## config.mk

```make
export PLATFORM = sky130hd
export DESIGN_NAME = spectrum_uniform_resampler_core
export DESIGN_NICKNAME = d
export VERILOG_FILES = /design/src/rtl/sur_pkg.sv /design/src/rtl/sur_ctrl.sv /design/src/rtl/sur_dp.sv /design/src/rtl/spectrum_uniform_resampler_core.sv
export SDC_FILE = /design/constraint.sdc
export NUM_CORES = 2
export LEC_CHECK = 0
export BUFFER_PORTS_ARGS = -buffer_cell sky130_fd_sc_hd__buf_2
export CAP_MARGIN = 20
export CORE_MARGIN = 2
export CORE_UTILIZATION = 55
export CTS_BUF_LIST = sky130_fd_sc_hd__clkbuf_8
export DETAILED_ROUTE_END_ITERATION = 10
export GPL_ROUTABILITY_DRIVEN = 1
export PLACE_DENSITY = 0.72
export SLEW_MARGIN = 20
export SYNTH_ARGS = -nofsm -noshare
export SYNTH_HDL_FRONTEND = slang
export SYNTH_SLANG_ARGS = --single-unit
```

## constraint.sdc

```tcl
create_clock -name clk -period 23.4 [get_ports clk]
set_input_delay 4.68 -clock clk [delete_from_list [all_inputs] [get_ports clk]]
set_output_delay 4.68 -clock clk [all_outputs]
set_load 0.02 [all_outputs]
```

## src/rtl/sur_pkg.sv

```systemverilog
// ----------------------------------------------------------------------------
// sur_pkg
// Shared types and constants for the spectrum uniform resampler: register
// reset values, field widths, grid point classification codes and the
// command and status bundles between controller and datapath.
// ----------------------------------------------------------------------------
package sur_pkg;

  localparam int GRID_POINTS_DEF = 64;

  localparam int WAVE_W  = 16;
  localparam int VAL_W   = 32;
  localparam int INDEX_W = 6;
  localparam int CFG_W   = 16;
  localparam int CFG_IDX_W = 1;

  localparam logic [CFG_IDX_W-1:0] REG_GRID_START = 1'd0;
  localparam logic [CFG_IDX_W-1:0] REG_GRID_STEP  = 1'd1;

  localparam logic [CFG_W-1:0] GRID_START_RST = 16'd6080;
  localparam logic [CFG_W-1:0] GRID_STEP_RST  = 16'd80;

  // restoring divide: quotient magnitude is below 2**33
  localparam int DIV_STEPS = 33;
  localparam int DIV_CNT_W = 6;

  localparam int KIND_W = 3;
  localparam logic [KIND_W-1:0] KIND_ZERO   = 3'd0;
  localparam logic [KIND_W-1:0] KIND_ANCHOR = 3'd1;
  localparam logic [KIND_W-1:0] KIND_END    = 3'd2;
  localparam logic [KIND_W-1:0] KIND_INTERP = 3'd3;
  localparam logic [KIND_W-1:0] KIND_STOP   = 3'd4;

  typedef struct packed {
    logic capture;
    logic setup;
    logic grid;
    logic mul;
    logic div_step;
    logic fix;
    logic emit;
    logic finish;
  } cmd_t;

  typedef struct packed {
    logic [KIND_W-1:0] kind;
    logic              grid_done;
    logic              div_done;
    logic              out_free;
  } stat_t;

endpackage

```

## src/rtl/sur_ctrl.sv

```systemverilog
// ----------------------------------------------------------------------------
// sur_ctrl
// Sequencer for the resampler: takes one breakpoint, walks the grid points
// it settles, steps the divider for interpolated points and hands each value
// to the output register.
// ----------------------------------------------------------------------------
module sur_ctrl (
  input  logic          clk,
  input  logic          rst_n,
  input  logic          in_valid,
  output logic          in_stall,
  input  sur_pkg::stat_t stat,
  output sur_pkg::cmd_t  cmd
);

  localparam logic [3:0] ST_IDLE   = 4'd0;
  localparam logic [3:0] ST_SETUP  = 4'd1;
  localparam logic [3:0] ST_GRID   = 4'd2;
  localparam logic [3:0] ST_EVAL   = 4'd3;
  localparam logic [3:0] ST_MUL    = 4'd4;
  localparam logic [3:0] ST_DIV    = 4'd5;
  localparam logic [3:0] ST_FIX    = 4'd6;
  localparam logic [3:0] ST_EMIT   = 4'd7;
  localparam logic [3:0] ST_FINISH = 4'd8;

  logic [3:0] state_r;
  logic [3:0] state_nxt;

  assign in_stall = (state_r != ST_IDLE);

  always_comb begin
    cmd       = '0;
    state_nxt = state_r;
    unique case (state_r)
      ST_IDLE: begin
        if (in_valid) begin
          cmd.capture = 1'b1;
          state_nxt   = ST_SETUP;
        end
      end
      ST_SETUP: begin
        cmd.setup = 1'b1;
        state_nxt = ST_GRID;
      end
      ST_GRID: begin
        if (stat.grid_done) begin
          state_nxt = ST_FINISH;
        end else begin
          cmd.grid  = 1'b1;
          state_nxt = ST_EVAL;
        end
      end
      ST_EVAL: begin
        if (stat.kind == sur_pkg::KIND_STOP) begin
          state_nxt = ST_FINISH;
        end else if (stat.kind == sur_pkg::KIND_INTERP) begin
          state_nxt = ST_MUL;
        end else begin
          state_nxt = ST_EMIT;
        end
      end
      ST_MUL: begin
        cmd.mul   = 1'b1;
        state_nxt = ST_DIV;
      end
      ST_DIV: begin
        if (stat.div_done) begin
          state_nxt = ST_FIX;
        end else begin
          cmd.div_step = 1'b1;
        end
      end
      ST_FIX: begin
        cmd.fix   = 1'b1;
        state_nxt = ST_EMIT;
      end
      ST_EMIT: begin
        if (stat.out_free) begin
          cmd.emit  = 1'b1;
          state_nxt = ST_GRID;
        end
      end
      ST_FINISH: begin
        cmd.finish = 1'b1;
        state_nxt  = ST_IDLE;
      end
      default: begin
        state_nxt = ST_IDLE;
      end
    endcase
  end

  always_ff @(posedge clk) begin
    if (!rst_n) begin
      state_r <= ST_IDLE;
    end else begin
      state_r <= state_nxt;
    end
  end

  a_capture_only_idle: assert property (@(posedge clk) disable iff (!rst_n)
    cmd.capture |=> (state_r == ST_SETUP))
    else $error("capture did not lead to setup");

  a_div_then_fix: assert property (@(posedge clk) disable iff (!rst_n)
    (state_r == ST_DIV && stat.div_done) |=> cmd.fix)
    else $error("divider finish not followed by fix");

  a_emit_after_emit_state: assert property (@(posedge clk) disable iff (!rst_n)
    cmd.emit |=> (state_r == ST_GRID))
    else $error("emit did not return to grid walk");

endmodule

```

## src/rtl/sur_dp.sv

```systemverilog
// ----------------------------------------------------------------------------
// sur_dp
// Datapath of the resampler: configuration and spectrum state, grid
// wavelength, point classification, magnitude multiply, restoring divider
// and the output register.
// ----------------------------------------------------------------------------
module sur_dp #(
  parameter int GRID_POINTS = sur_pkg::GRID_POINTS_DEF
) (
  input  logic                                clk,
  input  logic                                rst_n,
  input  logic                                cfg_we,
  input  logic [sur_pkg::CFG_IDX_W-1:0]       cfg_index,
  input  logic [sur_pkg::CFG_W-1:0]           cfg_wdata,
  input  logic [sur_pkg::WAVE_W-1:0]          in_wavelength,
  input  logic signed [sur_pkg::VAL_W-1:0]    in_intensity,
  input  logic                                in_last_point,
  output logic                                out_valid,
  input  logic                                out_stall,
  output logic [sur_pkg::INDEX_W-1:0]         out_grid_index,
  output logic signed [sur_pkg::VAL_W-1:0]    out_grid_value,
  output logic                                out_final_value,
  input  sur_pkg::cmd_t                       cmd,
  output sur_pkg::stat_t                      stat
);

  localparam int IDX_W = $clog2(GRID_POINTS + 1);
  localparam int SP_W  = sur_pkg::WAVE_W + IDX_W;
  localparam int G_W   = sur_pkg::WAVE_W + IDX_W + 1;
  localparam int MAG_W = 48;

  logic [sur_pkg::CFG_W-1:0]  start_r;
  logic [sur_pkg::CFG_W-1:0]  step_r;

  logic [sur_pkg::WAVE_W-1:0] w_r;
  logic [sur_pkg::VAL_W-1:0]  p_r;
  logic                       last_r;

  logic [sur_pkg::WAVE_W-1:0] prior_w_r;
  logic [sur_pkg::VAL_W-1:0]  prior_i_r;
  logic [sur_pkg::VAL_W-1:0]  anchor_r;
  logic [IDX_W-1:0]           idx_r;
  logic                       seen_first_r;
  logic                       spanned_r;
  logic                       widened_r;

  logic [31:0]                dp_mag_r;
  logic                       dp_neg_r;

  logic [G_W-1:0]             g_r;
  logic [sur_pkg::WAVE_W-1:0] den_r;
  logic [15:0]                rem_r;
  logic [sur_pkg::DIV_STEPS-1:0] sh_r;
  logic [sur_pkg::DIV_CNT_W-1:0] cnt_r;
  logic [sur_pkg::VAL_W-1:0]  q_r;

  logic                       out_valid_r;
  logic [sur_pkg::INDEX_W-1:0] out_index_r;
  logic [sur_pkg::VAL_W-1:0]  out_value_r;
  logic                       out_final_r;

  // setup path
  logic [sur_pkg::WAVE_W-1:0] pw_eff;
  logic [sur_pkg::VAL_W-1:0]  pi_eff;
  logic [sur_pkg::WAVE_W-1:0] w_clamp;
  logic [32:0]                dp_up;
  logic [32:0]                dp_dn;

  // grid and classification
  logic [sur_pkg::WAVE_W+IDX_W-1:0] step_prod;
  logic [G_W-1:0]             g_nxt;
  logic [G_W-1:0]             pw_g;
  logic [G_W-1:0]             w_g;
  logic [sur_pkg::KIND_W-1:0] kind;
  logic [sur_pkg::WAVE_W-1:0] num;
  logic [MAG_W-1:0]           mag_nxt;

  // divider and output
  logic [16:0]                div_t;
  logic                       div_ge;
  logic [16:0]                div_sub;
  logic [sur_pkg::VAL_W-1:0]  end_val;
  logic [sur_pkg::VAL_W-1:0]  emit_val;

  assign pw_eff  = seen_first_r ? prior_w_r : w_r;
  assign pi_eff  = seen_first_r ? prior_i_r : p_r;
  assign w_clamp = (w_r < pw_eff) ? pw_eff : w_r;
  assign dp_up   = {p_r[31], p_r} - {pi_eff[31], pi_eff};
  assign dp_dn   = {pi_eff[31], pi_eff} - {p_r[31], p_r};

  assign step_prod = SP_W'(step_r) * SP_W'(idx_r);
  assign g_nxt     = G_W'(start_r) + G_W'(step_prod);
  assign pw_g      = G_W'(prior_w_r);
  assign w_g       = G_W'(w_r);

  always_comb begin
    priority if (g_r < pw_g) begin
      kind = sur_pkg::KIND_ZERO;
    end else if (g_r == pw_g) begin
      priority if (widened_r) begin
        kind = sur_pkg::KIND_ANCHOR;
      end else if (last_r) begin
        kind = sur_pkg::KIND_END;
      end else begin
        kind = sur_pkg::KIND_STOP;
      end
    end else if (g_r < w_g) begin
      kind = sur_pkg::KIND_INTERP;
    end else if (g_r == w_g) begin
      kind = last_r ? sur_pkg::KIND_END : sur_pkg::KIND_STOP;
    end else begin
      kind = last_r ? sur_pkg::KIND_ZERO : sur_pkg::KIND_STOP;
    end
  end

  assign num     = g_r[sur_pkg::WAVE_W-1:0] - prior_w_r;
  assign mag_nxt = MAG_W'(dp_mag_r) * MAG_W'(num);

  assign div_t   = {rem_r, sh_r[sur_pkg::DIV_STEPS-1]};
  assign div_ge  = (div_t >= {1'b0, den_r});
  assign div_sub = div_t - {1'b0, den_r};

  assign end_val = spanned_r ? p_r : anchor_r;

  always_comb begin
    unique case (kind)
      sur_pkg::KIND_ZERO:   emit_val = '0;
      sur_pkg::KIND_ANCHOR: emit_val = anchor_r;
      sur_pkg::KIND_END:    emit_val = end_val;
      sur_pkg::KIND_INTERP: emit_val = prior_i_r + q_r;
      default:              emit_val = '0;
    endcase
  end

  assign stat.kind      = kind;
  assign stat.grid_done = (idx_r == IDX_W'(GRID_POINTS));
  assign stat.div_done  = (cnt_r == '0);
  assign stat.out_free  = !out_valid_r || !out_stall;

  assign out_valid       = out_valid_r;
  assign out_grid_index  = out_index_r;
  assign out_grid_value  = out_value_r;
  assign out_final_value = out_final_r;

  always_ff @(posedge clk) begin
    if (!rst_n) begin
      start_r      <= sur_pkg::GRID_START_RST;
      step_r       <= sur_pkg::GRID_STEP_RST;
      prior_w_r    <= '0;
      prior_i_r    <= '0;
      anchor_r     <= '0;
      idx_r        <= '0;
      seen_first_r <= 1'b0;
      spanned_r    <= 1'b0;
      widened_r    <= 1'b0;
      cnt_r        <= '0;
      out_valid_r  <= 1'b0;
    end else begin
      if (cfg_we) begin
        if (cfg_index == sur_pkg::REG_GRID_START) begin
          start_r <= cfg_wdata;
        end
        if (cfg_index == sur_pkg::REG_GRID_STEP) begin
          step_r <= cfg_wdata;
        end
      end
      if (cmd.setup) begin
        if (!seen_first_r) begin
          prior_w_r <= w_r;
          prior_i_r <= p_r;
          anchor_r  <= p_r;
        end
        seen_first_r <= 1'b1;
        widened_r    <= (w_clamp > pw_eff);
        spanned_r    <= (seen_first_r && spanned_r) || (w_clamp > pw_eff);
      end
      if (cmd.mul) begin
        cnt_r <= sur_pkg::DIV_CNT_W'(sur_pkg::DIV_STEPS);
      end else if (cmd.div_step) begin
        cnt_r <= cnt_r - sur_pkg::DIV_CNT_W'(1);
      end
      if (cmd.emit) begin
        out_valid_r <= 1'b1;
        idx_r       <= idx_r + IDX_W'(1);
      end else if (!out_stall) begin
        out_valid_r <= 1'b0;
      end
      if (cmd.finish) begin
        if (widened_r) begin
          anchor_r <= p_r;
        end
        prior_w_r <= w_r;
        prior_i_r <= p_r;
        if (last_r) begin
          idx_r        <= '0;
          seen_first_r <= 1'b0;
          spanned_r    <= 1'b0;
        end
      end
    end
  end

  always_ff @(posedge clk) begin
    if (cmd.capture) begin
      w_r    <= in_wavelength;
      p_r    <= in_intensity;
      last_r <= in_last_point;
    end
    if (cmd.setup) begin
      w_r      <= w_clamp;
      dp_neg_r <= dp_up[32];
      dp_mag_r <= dp_up[32] ? dp_dn[31:0] : dp_up[31:0];
    end
    if (cmd.grid) begin
      g_r <= g_nxt;
    end
    if (cmd.mul) begin
      den_r <= w_r - prior_w_r;
      rem_r <= 16'(mag_nxt[MAG_W-1:sur_pkg::DIV_STEPS]);
      sh_r  <= mag_nxt[sur_pkg::DIV_STEPS-1:0];
    end else if (cmd.div_step) begin
      rem_r <= div_ge ? div_sub[15:0] : div_t[15:0];
      sh_r  <= {sh_r[sur_pkg::DIV_STEPS-2:0], div_ge};
    end
    if (cmd.fix) begin
      q_r <= dp_neg_r ? (~sh_r[31:0] + {31'd0, (rem_r == '0)}) : sh_r[31:0];
    end
    if (cmd.emit) begin
      out_index_r <= sur_pkg::INDEX_W'(idx_r);
      out_value_r <= emit_val;
      out_final_r <= (idx_r == IDX_W'(GRID_POINTS - 1));
    end
  end

  a_idx_bound: assert property (@(posedge clk) disable iff (!rst_n)
    idx_r <= IDX_W'(GRID_POINTS))
    else $error("grid index ran past the grid");

  a_emit_slot_free: assert property (@(posedge clk) disable iff (!rst_n)
    cmd.emit |-> (!out_valid_r || !out_stall))
    else $error("result overwritten while held");

  a_step_count: assert property (@(posedge clk) disable iff (!rst_n)
    cmd.div_step |-> (cnt_r != '0))
    else $error("divider stepped past its count");

  a_end_clears: assert property (@(posedge clk) disable iff (!rst_n)
    (cmd.finish && last_r) |=> (idx_r == '0 && !seen_first_r && !spanned_r))
    else $error("spectrum end did not clear state");

endmodule

```

## src/rtl/spectrum_uniform_resampler_core.sv

```systemverilog
// ----------------------------------------------------------------------------
// spectrum_uniform_resampler_core
// Resamples a breakpoint spectrum onto a uniform wavelength grid with
// floored linear interpolation.
//
//   channel | ports                               | direction
//   in      | in_valid/in_stall, breakpoint       | consumed
//   out     | out_valid/out_stall, grid value     | produced
//   cfg     | cfg_we, cfg_index, cfg_wdata        | consumed, write only
//
// Each breakpoint is captured and set up, then the grid walk emits each grid
// point it settles as zero, an anchor or an end value, or interpolates it
// through the 33-step restoring divider, until a stop point or grid end.
// Reset is synchronous on rst_n and restores the grid registers.
// A held result stalls the walk only when the next one is ready.
// ----------------------------------------------------------------------------
module spectrum_uniform_resampler_core #(
  parameter int GRID_POINTS = sur_pkg::GRID_POINTS_DEF
) (
  input  logic                             clk,
  input  logic                             rst_n,
  input  logic                             cfg_we,
  input  logic [sur_pkg::CFG_IDX_W-1:0]    cfg_index,
  input  logic [sur_pkg::CFG_W-1:0]        cfg_wdata,
  input  logic                             in_valid,
  output logic                             in_stall,
  input  logic [sur_pkg::WAVE_W-1:0]       in_wavelength,
  input  logic signed [sur_pkg::VAL_W-1:0] in_intensity,
  input  logic                             in_last_point,
  output logic                             out_valid,
  input  logic                             out_stall,
  output logic [sur_pkg::INDEX_W-1:0]      out_grid_index,
  output logic signed [sur_pkg::VAL_W-1:0] out_grid_value,
  output logic                             out_final_value
);

  sur_pkg::cmd_t  cmd;
  sur_pkg::stat_t stat;

  sur_ctrl u_ctrl (
    .clk      (clk),
    .rst_n    (rst_n),
    .in_valid (in_valid),
    .in_stall (in_stall),
    .stat     (stat),
    .cmd      (cmd)
  );

  sur_dp #(
    .GRID_POINTS (GRID_POINTS)
  ) u_dp (
    .clk             (clk),
    .rst_n           (rst_n),
    .cfg_we          (cfg_we),
    .cfg_index       (cfg_index),
    .cfg_wdata       (cfg_wdata),
    .in_wavelength   (in_wavelength),
    .in_intensity    (in_intensity),
    .in_last_point   (in_last_point),
    .out_valid       (out_valid),
    .out_stall       (out_stall),
    .out_grid_index  (out_grid_index),
    .out_grid_value  (out_grid_value),
    .out_final_value (out_final_value),
    .cmd             (cmd),
    .stat            (stat)
  );

endmodule
```

==> metrics <==
Final Setup Violations=0; vias in the first global route=between 30000 and 40000; Net Count, Synth=~5800; critical path's largest stage delay=between 0.7 and 0.8 ns; Area contributors post-synth=fa_1 (24%), edfxtp_1 (17%), ha_1 (10%); Slew Limit Fails=0; pre-CTS WS=between 10 and 15 ns; clock slew at reported path FFs=approximately 0.060 ns; drt pass-1 iters=6; Post-route DRC=0; Hold Crit Start=u_dp.anchor_r[20]; routability cong.=0.944; Final Hold Viols=0; relative max-transition margin=26.6%; worst-path fanout max=32; Critical Path Stages=32; maximum clock path buffer count=3; root buffer cell=clkbuf_8; Core Box Area=77700 um2; Fmax=~0.1 GHz; max-capacitance violation count=0; Bufs and invs on worst path=4; post-route cell area=about 46000 um2; worst-margin pin slew=about 1.1 ns; total gr overflow=0; Yosys reg bits=between 300 and 400; clk_skew=between 0.03 and 0.04 ns; Avg WL per Cell=19.2 um; Final HPWL DP=84900 um; Initial DRC Count=~2300; dpl cell area=44900 um2; PortBufs=~110; number of setup buffers added after CTS=0; setup ws final=between 10 and 15 ns; Post-DRT Antenna Nets=0; FF-to-FF Start=u_dp.g_r[0]; crit path max-delay cell type=a211oi_1; R2R depth=32; critical path arrival=just over 10 ns; count leader, synth=nand2_1; global-route wire length before repair=about 180000 um; Worst setup SP type=flip-flop; Mapped Cells=~4800; layout cell share with drive strength beyond 1=7.30%; reg2reg setup slack=around 13 ns; CP required=roughly 24 ns; Syn Area/Cell=9.00 um2; Post-Route WL=114000 um; area leader, netlist=fa_1; setup TNS=0 ns; cts bufs inserted=67; top cell family by delay on the critical path=adder cells; CTS Hold Buffers Added=0; min Tclk post-route=~10 ns; Nets=~5800; via count=between 30000 and 40000; Reg-to-Reg End=u_dp.rem_r[10]; commonest register cell after synthesis=edfxtp_1; CTS tree=built; Vias/cell=5.69; IO Count=between 100 and 150; Post-synth EDFFs=241; Tot GR Track Use=28.7%; period utilization=42.5%; Starting Density=55.7%; die height=between 200 and 300 um; Synth async-reset ratio=0%; RSZ-0062 raised after global routing=no; Min-Delay Path Class=flip-flop to flip-flop; status=completed; unique cell type count in the Yosys netlist=89; Yosys top cell area share=roughly a quarter; critical path endpoint=u_dp.rem_r[10]; post-cts resize count=0; die area=around 81000 um2; H-tree Lvls=3; Seq/Total Area, Yosys=22.9%; std cell rows=102; number of antenna violations at the first check in global routing=3; element type at the critical path end=flip-flop; Synth warnings=0; Synth top cells by count=nand2_1 (814), inv_1 (764), fa_1 (509); clk_lat worst skew=~0.66 ns; critical path launch point=u_dp.g_r[0]; chip width=between 200 and 300 um; Syn Std Cell Area=between 40000 and 50000 um2; largest net degree at the start of global routing=100; critical path type=flip-flop to flip-flop; CTS sink count=375; critical path's most frequent cell=fa_1; Finished Core Util=roughly 60%; Area Overhead vs Synth=7.29%
[kinds of logic after synthesis]
family	share of synthesized area, %
fa+ha+maj	34.0
mux	1.24
xor+xnor	3.76
buf+inv	8.53
simple gates	16.0
flops	22.9
compound gates	13.5
[layout by cell type (no fill, tap or decap), types with 92 or more instances in the layout]
| cell type | n |
|---|---|
| a21oi_1 | 173 |
| fa_1 | 509 |
| nand2_1 | 814 |
| edfxtp_1 | 241 |
| and2_1 | 194 |
| inv_1 | 773 |
| ha_1 | 362 |
| buf_2 | 110 |
| xnor2_1 | 117 |
| nor2_1 | 145 |
| o21ai_0 | 172 |
| a21boi_0 | 145 |
| a21o_1 | 92 |
| dfxtp_1 | 133 |
[registers in the layout, indices dropped and copies added, names as in the netlist, 16 cells and up]
signal and cells:
u_dp.den_r 16, u_dp.rem_r 16, u_dp.p_r 32, u_dp.q_r 32, u_dp.sh_r 33, u_dp.out_grid_value 32
u_dp.prior_i_r 32, u_dp.dp_mag_r 32, u_dp.anchor_r 32, u_dp.step_r 16, u_dp.g_r 24, u_dp.w_r 16
u_dp.start_r 16, u_dp.prior_w_r 16
[area by class of cell]
type                       count  area (um2)
clock inverter                48         508
multi-input combinational   3467       29900
clock buffer                  75        1030
fill                        6777       31200
inverter                     766        2890
tap                         1040        1300
antenna                        1        2.50
timing repair buffer         160         933
sequential                   375        9920
[worst reg2reg max path, delay by kind of cell, from the launching register on]
kind | cells | cell delay [ns]
buffers and inverters | 4 | 0.66
and+or+nand+nor | 5 | 1.16
AOI/OAI and AO/OA | 12 | 3.06
adders and majority gates | 9 | 4.16
xor gates and xnor gates | 2 | 0.32
DFF | 1 | 0.32
[metrics by stage]
stage	hold WS [ns]	std cells
6_report	0.460	5932
5_1_grt	0.488	5932
4_1_cts	0.464	5930
3_5_place_dp	0.456	5807
3_3_place_gp	0.449	5807
2_1_floorplan	0.406	4811
[how the worst min path moves through the flow]
stage / endpoint / depth (start not counted)
2_1_floorplan: u_dp.out_grid_index[5] / 0
3_3_place_gp: u_dp.anchor_r[14] / 2
3_5_place_dp: u_dp.anchor_r[25] / 2
4_1_cts: u_dp.anchor_r[20] / 2
5_1_grt: u_dp.anchor_r[23] / 2
6_report: u_dp.anchor_r[20] / 2
[per-layer routing]
metal | vias to the layer above | GRT usage (%) | wire length (um)
met1 | 16584 | 40.7 | 50500
met2 | 1258 | 46.0 | 52100
met4 | 2 | 8.09 | 2680
met5 | - | 0 | 7
met3 | 192 | 3.80 | 8800
li1 | 15709 | - | -
Power is left out: the tool's default activity adds up to more than one toggle a clock period on the data nets, which glitch-free logic cannot reach.
